[src/uart_rx_idle_frame_buffer_core_assert.svh]
// Assertion macros used by the frame buffer controller.
`ifndef UART_RX_IDLE_FRAME_BUFFER_CORE_ASSERT_SVH
`define UART_RX_IDLE_FRAME_BUFFER_CORE_ASSERT_SVH

`ifndef NO_ASSERTIONS
`define UIRFB_ASSERT(name, clk, rst, prop) \
   name: assert property (@(posedge clk) disable iff (rst) (prop)) \
      else $error("assertion failed");
`define UIRFB_ASSERT_NEXT(name, clk, rst, ante, cons) \
   name: assert property (@(posedge clk) disable iff (rst) (ante) |=> (cons)) \
      else $error("assertion failed");
`else
`define UIRFB_ASSERT(name, clk, rst, prop)
`define UIRFB_ASSERT_NEXT(name, clk, rst, ante, cons)
`endif

`endif

[src/uirfb_pkg.sv]
package uirfb_pkg;

   localparam int DATA_W      = 8;
   localparam int POS_W       = 6;
   localparam int LEN_W       = 7;
   localparam int IDLE_W      = 16;
   localparam int ELAPSED_W   = 17;
   localparam int CSR_INDEX_W = 2;
   localparam int CSR_DATA_W  = 16;

   localparam logic [CSR_INDEX_W-1:0] CSR_FRAME_LIMIT = 2'd0;
   localparam logic [CSR_INDEX_W-1:0] CSR_IDLE_TICKS  = 2'd1;

   localparam logic [LEN_W-1:0]  FRAME_LIMIT_RESET = 7'd64;
   localparam logic [IDLE_W-1:0] IDLE_TICKS_RESET  = 16'd10;

   typedef struct packed {
      logic              cmd;
      logic [DATA_W-1:0] data_byte;
      logic              consumer_accept;
   } req_type;

   typedef struct packed {
      logic [DATA_W-1:0] frame_byte;
      logic [POS_W-1:0]  byte_position;
      logic [LEN_W-1:0]  frame_length;
      logic              last_of_frame;
      logic              frame_cleared;
   } rsp_type;

   typedef enum logic [2:0] {
      ST_IDLE,
      ST_WRITE,
      ST_TICK,
      ST_JUDGE,
      ST_LIMIT,
      ST_READ,
      ST_LOAD,
      ST_SEND
   } state_type;

   typedef enum logic {
      ALU_ADD,
      ALU_SUB
   } alu_op_type;

   typedef struct packed {
      alu_op_type           op;
      logic [ELAPSED_W-1:0] a;
      logic [ELAPSED_W-1:0] b;
   } alu_req_type;

   typedef struct packed {
      logic [ELAPSED_W-1:0] result;
      logic                 carry;
   } alu_rsp_type;

endpackage

[src/uirfb_alu.sv]
module uirfb_alu (
   input  uirfb_pkg::alu_req_type alu_req,
   output uirfb_pkg::alu_rsp_type alu_rsp
);
   import uirfb_pkg::*;

   logic [ELAPSED_W:0] full;

   // For a subtraction the carry is the borrow, so it is set when a < b.
   always_comb begin
      full = '0;
      unique case (alu_req.op)
         ALU_ADD: begin
            full = {1'b0, alu_req.a} + {1'b0, alu_req.b};
         end
         ALU_SUB: begin
            full = {1'b0, alu_req.a} - {1'b0, alu_req.b};
         end
      endcase
      alu_rsp.result = full[ELAPSED_W-1:0];
      alu_rsp.carry  = full[ELAPSED_W];
   end

endmodule

[src/uirfb_buffer.sv]
module uirfb_buffer #(
   parameter int DEPTH  = 64,
   parameter int ADDR_W = 6
) (
   input  logic                           clock,
   input  logic                           wr_en,
   input  logic                           rd_en,
   input  logic [ADDR_W-1:0]              addr,
   input  logic [uirfb_pkg::DATA_W-1:0]   wr_data,
   output logic [uirfb_pkg::DATA_W-1:0]   rd_data
);
   import uirfb_pkg::*;

   logic [DATA_W-1:0] mem [DEPTH];
   logic [DATA_W-1:0] rd_data_ff;

   always_ff @(posedge clock) begin
      if (wr_en) begin
         mem[addr] <= wr_data;
      end
      if (rd_en) begin
         rd_data_ff <= mem[addr];
      end
   end

   assign rd_data = rd_data_ff;

endmodule

[src/uirfb_ctrl.sv]
`include "uart_rx_idle_frame_buffer_core_assert.svh"

module uirfb_ctrl #(
   parameter int BUFFER_DEPTH = 64,
   parameter int ADDR_W       = 6
) (
   input  logic                              clock,
   input  logic                              reset,
   input  logic                              req_valid,
   output logic                              req_ready,
   input  uirfb_pkg::req_type                req_data,
   output logic                              rsp_valid,
   input  logic                              rsp_ready,
   output uirfb_pkg::rsp_type                rsp_data,
   input  logic [uirfb_pkg::LEN_W-1:0]       frame_limit,
   input  logic [uirfb_pkg::IDLE_W-1:0]      idle_ticks,
   output uirfb_pkg::alu_req_type            alu_req,
   input  uirfb_pkg::alu_rsp_type            alu_rsp,
   output logic                              mem_wr_en,
   output logic                              mem_rd_en,
   output logic [ADDR_W-1:0]                 mem_addr,
   output logic [uirfb_pkg::DATA_W-1:0]      mem_wr_data,
   input  logic [uirfb_pkg::DATA_W-1:0]      mem_rd_data
);
   import uirfb_pkg::*;

   state_type            state_ff, state_in;
   logic [LEN_W-1:0]     fill_ff, fill_in;
   logic [LEN_W-1:0]     seen_ff, seen_in;
   logic [ELAPSED_W-1:0] elapsed_ff, elapsed_in;
   logic [POS_W-1:0]     idx_ff, idx_in;
   logic                 clear_ff, clear_in;
   logic                 rsp_valid_ff, rsp_valid_in;
   req_type              req_ff, req_in;
   rsp_type              rsp_ff, rsp_in;
   logic                 fill_changed;

   assign fill_changed = (seen_ff == '0) || (fill_ff != seen_ff);

   always_ff @(posedge clock) begin
      if (reset) begin
         state_ff     <= ST_IDLE;
         fill_ff      <= '0;
         seen_ff      <= '0;
         elapsed_ff   <= '0;
         rsp_valid_ff <= 1'b0;
      end else begin
         state_ff     <= state_in;
         fill_ff      <= fill_in;
         seen_ff      <= seen_in;
         elapsed_ff   <= elapsed_in;
         rsp_valid_ff <= rsp_valid_in;
      end
   end

   always_ff @(posedge clock) begin
      req_ff   <= req_in;
      rsp_ff   <= rsp_in;
      idx_ff   <= idx_in;
      clear_ff <= clear_in;
   end

   always_comb begin
      state_in = state_ff;
      unique case (state_ff)
         ST_IDLE: begin
            if (req_valid) begin
               state_in = req_data.cmd ? ST_TICK : ST_WRITE;
            end
         end
         ST_WRITE: begin
            state_in = ST_IDLE;
         end
         ST_TICK: begin
            if ((fill_ff == '0) || fill_changed) begin
               state_in = ST_IDLE;
            end else begin
               state_in = ST_JUDGE;
            end
         end
         ST_JUDGE: begin
            state_in = alu_rsp.carry ? ST_LIMIT : ST_IDLE;
         end
         ST_LIMIT: begin
            state_in = ST_READ;
         end
         ST_READ: begin
            state_in = ST_LOAD;
         end
         ST_LOAD: begin
            state_in = ST_SEND;
         end
         ST_SEND: begin
            if (rsp_ready) begin
               state_in = rsp_ff.last_of_frame ? ST_IDLE : ST_READ;
            end
         end
      endcase
   end

   always_comb begin
      fill_in      = fill_ff;
      seen_in      = seen_ff;
      elapsed_in   = elapsed_ff;
      idx_in       = idx_ff;
      clear_in     = clear_ff;
      rsp_valid_in = rsp_valid_ff;
      req_in       = req_ff;
      rsp_in       = rsp_ff;
      alu_req      = '{op: ALU_ADD, a: '0, b: '0};
      mem_wr_en    = 1'b0;
      mem_rd_en    = 1'b0;
      mem_addr     = '0;
      mem_wr_data  = req_ff.data_byte;
      unique case (state_ff)
         ST_IDLE: begin
            if (req_valid) begin
               req_in = req_data;
            end
         end
         ST_WRITE: begin
            alu_req = '{op: ALU_SUB, a: ELAPSED_W'(fill_ff), b: ELAPSED_W'(frame_limit)};
            if (alu_rsp.carry) begin
               mem_wr_en = 1'b1;
               mem_addr  = fill_ff[ADDR_W-1:0];
               fill_in   = fill_ff + 1'b1;
            end
         end
         ST_TICK: begin
            alu_req = '{op: ALU_ADD, a: elapsed_ff, b: ELAPSED_W'(1)};
            if (!alu_rsp.carry) begin
               elapsed_in = alu_rsp.result;
            end
            if ((fill_ff != '0) && fill_changed) begin
               seen_in    = fill_ff;
               elapsed_in = '0;
            end
         end
         ST_JUDGE: begin
            alu_req = '{op: ALU_SUB, a: ELAPSED_W'(idle_ticks), b: elapsed_ff};
         end
         ST_LIMIT: begin
            alu_req  = '{op: ALU_SUB, a: ELAPSED_W'(fill_ff), b: ELAPSED_W'(frame_limit)};
            clear_in = req_ff.consumer_accept || !alu_rsp.carry;
            idx_in   = '0;
         end
         ST_READ: begin
            mem_rd_en = 1'b1;
            mem_addr  = idx_ff[ADDR_W-1:0];
         end
         ST_LOAD: begin
            alu_req = '{op: ALU_ADD, a: ELAPSED_W'(idx_ff), b: ELAPSED_W'(1)};
            rsp_in.frame_byte    = mem_rd_data;
            rsp_in.byte_position = idx_ff;
            rsp_in.frame_length  = fill_ff;
            rsp_in.last_of_frame = (alu_rsp.result[LEN_W-1:0] == fill_ff);
            rsp_in.frame_cleared = clear_ff;
            rsp_valid_in         = 1'b1;
         end
         ST_SEND: begin
            alu_req = '{op: ALU_ADD, a: ELAPSED_W'(idx_ff), b: ELAPSED_W'(1)};
            if (rsp_ready) begin
               rsp_valid_in = 1'b0;
               if (rsp_ff.last_of_frame) begin
                  elapsed_in = '0;
                  if (clear_ff) begin
                     fill_in = '0;
                  end
               end else begin
                  idx_in = alu_rsp.result[POS_W-1:0];
               end
            end
         end
      endcase
   end

   assign req_ready = (state_ff == ST_IDLE);
   assign rsp_valid = rsp_valid_ff;
   assign rsp_data  = rsp_ff;

   `UIRFB_ASSERT(a_fill_in_depth, clock, reset, fill_ff <= LEN_W'(BUFFER_DEPTH))
   `UIRFB_ASSERT(a_valid_only_in_send, clock, reset, rsp_valid_ff == (state_ff == ST_SEND))
   `UIRFB_ASSERT(a_read_below_fill, clock, reset,
      (state_ff != ST_READ) || ({1'b0, idx_ff} < fill_ff))
   `UIRFB_ASSERT_NEXT(a_last_ends_run, clock, reset,
      rsp_valid_ff && rsp_ready && rsp_ff.last_of_frame, state_ff == ST_IDLE)

endmodule

[src/uart_rx_idle_frame_buffer_core.sv]
// Channel   Ports                                  Direction  Moves
// request   req_valid req_ready req_data           in         received byte or tick
// response  rsp_valid rsp_ready rsp_data           out        one byte of a delivered frame
// control   csr_valid csr_ready csr_index csr_wdata  in       frame limit and idle threshold
//
// A received byte passes the write state; a tick without delivery passes the tick
// state and sometimes the judge state. A tick that delivers a frame passes tick, judge
// and limit, then per byte a buffer read, a load of the output register and the send
// state, held while rsp_ready is low. The single adder and buffer port set this order.
// Reset clears the counters synchronously; buffer contents are left undefined.
module uart_rx_idle_frame_buffer_core #(
   parameter int BUFFER_DEPTH = 64
) (
   input  logic                                  clock,
   input  logic                                  reset,
   input  logic                                  req_valid,
   output logic                                  req_ready,
   input  uirfb_pkg::req_type                    req_data,
   output logic                                  rsp_valid,
   input  logic                                  rsp_ready,
   output uirfb_pkg::rsp_type                    rsp_data,
   input  logic                                  csr_valid,
   output logic                                  csr_ready,
   input  logic [uirfb_pkg::CSR_INDEX_W-1:0]     csr_index,
   input  logic [uirfb_pkg::CSR_DATA_W-1:0]      csr_wdata
);
   import uirfb_pkg::*;

   localparam int ADDR_W = (BUFFER_DEPTH > 1) ? $clog2(BUFFER_DEPTH) : 1;

   logic [LEN_W-1:0]  frame_limit_ff, frame_limit_in;
   logic [IDLE_W-1:0] idle_ticks_ff, idle_ticks_in;
   logic [LEN_W-1:0]  limit_eff;
   alu_req_type       alu_req;
   alu_rsp_type       alu_rsp;
   logic              mem_wr_en;
   logic              mem_rd_en;
   logic [ADDR_W-1:0] mem_addr;
   logic [DATA_W-1:0] mem_wr_data;
   logic [DATA_W-1:0] mem_rd_data;

   always_ff @(posedge clock) begin
      if (reset) begin
         frame_limit_ff <= FRAME_LIMIT_RESET;
         idle_ticks_ff  <= IDLE_TICKS_RESET;
      end else begin
         frame_limit_ff <= frame_limit_in;
         idle_ticks_ff  <= idle_ticks_in;
      end
   end

   always_comb begin
      frame_limit_in = frame_limit_ff;
      idle_ticks_in  = idle_ticks_ff;
      if (csr_valid) begin
         unique case (csr_index)
            CSR_FRAME_LIMIT: begin
               frame_limit_in = csr_wdata[LEN_W-1:0];
            end
            CSR_IDLE_TICKS: begin
               idle_ticks_in = csr_wdata;
            end
            default: begin
            end
         endcase
      end
   end

   assign csr_ready = 1'b1;
   assign limit_eff = (frame_limit_ff > LEN_W'(BUFFER_DEPTH)) ?
                      LEN_W'(BUFFER_DEPTH) : frame_limit_ff;

   uirfb_ctrl #(
      .BUFFER_DEPTH (BUFFER_DEPTH),
      .ADDR_W       (ADDR_W)
   ) u_ctrl (
      .clock       (clock),
      .reset       (reset),
      .req_valid   (req_valid),
      .req_ready   (req_ready),
      .req_data    (req_data),
      .rsp_valid   (rsp_valid),
      .rsp_ready   (rsp_ready),
      .rsp_data    (rsp_data),
      .frame_limit (limit_eff),
      .idle_ticks  (idle_ticks_ff),
      .alu_req     (alu_req),
      .alu_rsp     (alu_rsp),
      .mem_wr_en   (mem_wr_en),
      .mem_rd_en   (mem_rd_en),
      .mem_addr    (mem_addr),
      .mem_wr_data (mem_wr_data),
      .mem_rd_data (mem_rd_data)
   );

   uirfb_alu u_alu (
      .alu_req (alu_req),
      .alu_rsp (alu_rsp)
   );

   uirfb_buffer #(
      .DEPTH  (BUFFER_DEPTH),
      .ADDR_W (ADDR_W)
   ) u_buffer (
      .clock   (clock),
      .wr_en   (mem_wr_en),
      .rd_en   (mem_rd_en),
      .addr    (mem_addr),
      .wr_data (mem_wr_data),
      .rd_data (mem_rd_data)
   );

endmodule
[config.mk]
export PLATFORM = sky130hd
export DESIGN_NAME = uart_rx_idle_frame_buffer_core
export DESIGN_NICKNAME = d
export VERILOG_FILES = /design/src/uirfb_pkg.sv /design/src/uirfb_alu.sv /design/src/uirfb_buffer.sv /design/src/uirfb_ctrl.sv /design/src/uart_rx_idle_frame_buffer_core.sv
export VERILOG_INCLUDE_DIRS = /design/src /design/src/src
export SDC_FILE = /design/constraint.sdc
export NUM_CORES = 1
export LEC_CHECK = 0
export BUFFER_PORTS_ARGS = -buffer_cell sky130_fd_sc_hd__buf_2
export CAP_MARGIN = 0
export CORE_ASPECT_RATIO = 0.9
export CORE_MARGIN = 5
export CORE_UTILIZATION = 50
export DETAILED_ROUTE_END_ITERATION = 10
export GPL_TIMING_DRIVEN = 0
export PLACE_DENSITY_LB_ADDON = 0.15
export SYNTH_ARGS = -nofsm -noshare
export SYNTH_HDL_FRONTEND = slang
export SYNTH_SLANG_ARGS = --single-unit
[constraint.sdc]
create_clock -name clock -period 16.6 [get_ports clock]
set_input_delay 0.83 -clock clock [delete_from_list [all_inputs] [get_ports clock]]
set_output_delay 0.83 -clock clock [all_outputs]
set_load 0.05 [all_outputs]
==> results.yml <==
finish:
  syn_to_final_growth_pct: 14.4
  drive_above_1_share: 0.0994
  fin_area_um2: 28700
  fillerInstances: 3941
  post-route-util: 0.580
  nets: 2047
setup_path:
  cp-start-kind: "register"
  arrival_ns: 11.04
  crit_required_ns: 16.84
  crit_path_max_incr_delay_ns: 0.99
  reg2reg_to: "u_buffer.mem[18][2]"
  cp_slowest_cell: "nor2_1"
  cp_max_fo: 10
  end_kind: "register"
  crit_chain: "clkbuf_1 > clkbuf_1 > xor2_1 > and2_1 > nor2b_1 > a22oi_1 > ha_1 > nor3_1 > a221oi_1 > ha_1 > a2111o_1 > o211ai_1 > a21boi_0 > nor3_1 > clkbuf_1 > clkbuf_1 > buf_1 > nand2_1 > nor2_1"
  reg2reg_depth: 19
  r2r_start: "u_ctrl.state_ff[2]"
  cpMostUsedCell: "clkbuf_1"
  r2r_slack_ns: 5.80
  crit_type: "reg -> reg"
floorplanning:
  die_width_um: 246
  ioPinCount: 59
  start_util: 0.508
  die-area_um2: 54800
  std_cell_rows: 77
  die_y_um: 223
  coreArea_um2: 49400
drt:
  drt-total-wl_um: 81700
  wl_per_cell_um: 30.1
  via_count: 17700
  drt_pass1_iterations: 6
  drt_iter0_markers: 3049
  via_per_inst: 6.51
  route.detailed.drc: 0
  antenna_left: 0
power_and_ir_drop:
  total_power_uw: 3220
  p_int_uw: 2540
  sw_frac_of_total: 0.213
  p_per_area_nw_per_um2: 112
  seqPwrFrac: 0.532
  power.leakage_uw: 0.00947
  ir_drop_mv: 0.0846
  power.switching_uw: 685
  clkPwrFrac: 0.427
  p_comb_frac: 0.041
synthesis:
  synth_ff_type: "edfxtp_1"
  synth_area_leaders: "edfxtp_1 (67%), dfxtp_1 (4.6%), nand2_1 (3.4%)"
  synth_cell_type_count: 76
  synth_top_area_frac: 0.669
  yosys.area.top_type: "edfxtp_1"
  yosysSeqAreaShare: 0.715
  synth.most_common_cell: "edfxtp_1"
  syn-num-nets: 1908
  syn_inst: 1854
  yosys-top-cells-count: "edfxtp_1 (559), nand2_1 (228), nor2_1 (153), a21oi_1 (146), clkbuf_1 (72)"
  ys_ff_latch: 617
  synth-async-reset-ratio: 0
  postSynthAreaPerCell_um2: 13.5
  synth_edf_count: 559
  syn_area_um2: 25100
  ys.warnings.count: 0
clock_network:
  clk_pin_slew_ns: 0.07
  postCtsResizedCells: 0
  clk-insertion-delay-late_ns: 0.65
  cts.path.max_buffers: 3
  cts_root_buf: "clkbuf_16"
  cts_max_level: 2
  cts_tree: "yes"
  postCtsSetupBuffers: 0
  holdBufCountCts: 0
  clkSinkCount: 617
  numCtsBuffers: 59
place:
  place_congestion: 0.944
  hpwl_um: 55100
  io_buffers: 56
  postPlaceCellArea_um2: 26700
sta:
  finalCritPeriodShare: 0.650
  slew_headroom: -0.00797
  post-route-min-period_ns: 10.80
  finalSetupTns_ns: 0
  setup_viol: 0
  hold_viol_final: 0
  slew_viol_final: 1
  worstMarginPinSlew_ns: 1.50
  fmax_mhz: 92.6
  rsz0062_at_grt: "no"
  skew_ns: 0.0323
grt:
  grt_pass1_wl_um: 116000
  grt_max_degree: 33
  overflow: 0
  grt_pass1_vias: 16400
  antenna_found_initial: 1
  grtUsageTotal: 0.293
outcome:
  violations: "capacitance limit, slew limit"
  status: "finished with violations"
worst_hold_path:
  hp-class: "in -> reg"
  whs_path_depth: 1
  hold_start: "req_data[0]"
  whs_endpoint: "u_ctrl.req_ff[0]"
flow_run:
  drv_cap: 1
power by group through the flow:
stage	Sequential [µW]	Clock (µW)	Combinational, µW
6_report	1710	1370	133
5_1_grt	1710	1450	142
4_1_cts	1710	1380	130
3_5_place_dp	1750	0	129
3_3_place_gp	1770	0	90.9
2_1_floorplan	1750	0	63.0
cells in the final DEF (no fill, tap or decap), types with 30 or more instances in the layout:
cell type / n
edfxtp_1: 559
nand2_1: 228
nor2_1: 152
a21oi_1: 145
clkbuf_1: 85
buf_2: 69
clkbuf_16: 60
nand3_1: 59
dfxtp_1: 58
mux2i_1: 54
o21ai_0: 49
a22oi_1: 47
a31oi_1: 35
and3_1: 30
how the worst max path moves through the flow:
stage / slack [ns] / end / start
after floorplan: 10.25 / u_buffer.mem[13][0] / u_ctrl.state_ff[2]
after global placement: 6.10 / u_buffer.mem[62][1] / u_ctrl.state_ff[2]
after detailed placement: 6.33 / u_buffer.mem[18][2] / u_ctrl.state_ff[2]
after CTS: 6.27 / u_buffer.mem[19][2] / u_ctrl.state_ff[2]
after global routing: 5.69 / u_buffer.mem[10][6] / u_ctrl.state_ff[2]
final: 5.80 / u_buffer.mem[18][2] / u_ctrl.state_ff[2]
metrics by stage:
step | cells | hold WS, ns | setup slack [ns]
floorplan | 1854 | 0.400 | 10.25
global placement | 2581 | 0.407 | 6.10
detailed placement | 2603 | 0.412 | 6.33
CTS | 2713 | 0.336 | 6.27
global route | 2713 | 0.357 | 5.69
finish | 2714 | 0.359 | 5.80
metal layers:
| layer | track usage | vias to the layer above | wire length (µm) |
|---|---|---|---|
| met1 | 0.436 | 8726 | 32400 |
| li1 | - | 7428 | - |
| met5 | 0 | - | 0 |
| met4 | 0.102 | 0 | 3400 |
| met2 | 0.419 | 1300 | 34500 |
| met3 | 0.0773 | 201 | 11400 |
worst max-delay path: cells and delay by family, from the launching register on:
family | cells | cell delay (ns)
simple gates | 6 | 4.05
buf+inv | 5 | 3.17
compound gates | 5 | 1.65
fa+ha+maj | 2 | 0.65
xor+xnor | 1 | 0.48
flops | 1 | 0.36
kinds of logic (layout without fill, tap and decap cells):
kind of cell,after synthesis,after routing,synth area share
compound gates,438,438,0.117
simple gates,561,561,0.100
buf+inv,118,306,0.0184
fa+ha+maj,21,21,0.0108
mux,68,68,0.0278
xor+xnor,30,30,0.0105
other cells,1,2,0.000149
flops,617,617,0.715
area by class of cell:
class | instances | area, µm² | area share
diodes | 1 | 2.50 | 0.0000872
plain buffers | 105 | 413 | 0.0144
clock buffers | 73 | 1550 | 0.0540
clock inverters | 37 | 395 | 0.0138
inverters | 13 | 48.8 | 0.00170
multi-input cells | 1119 | 6710 | 0.234
flip-flops and latches | 617 | 17900 | 0.626
well taps | 671 | 840 | 0.0293
repair buffers | 78 | 786 | 0.0274
state kept, by name, indices dropped and copies added (netlist names):
name and flops:
u_ctrl.clear_ff 1, u_ctrl.fill_ff 7, frame_limit_ff 7, u_ctrl.req_ff 1, u_ctrl.elapsed_ff 17, u_ctrl.rsp_valid 1, u_ctrl.idx_ff 6, u_ctrl.mem_wr_data 8
u_ctrl.state_ff 3, idle_ticks_ff 16, u_ctrl.rsp_data 23, u_buffer.mem 512, u_buffer.rd_data 8, u_ctrl.seen_ff 7
Note: power is estimated with default switching activity, not from simulation.
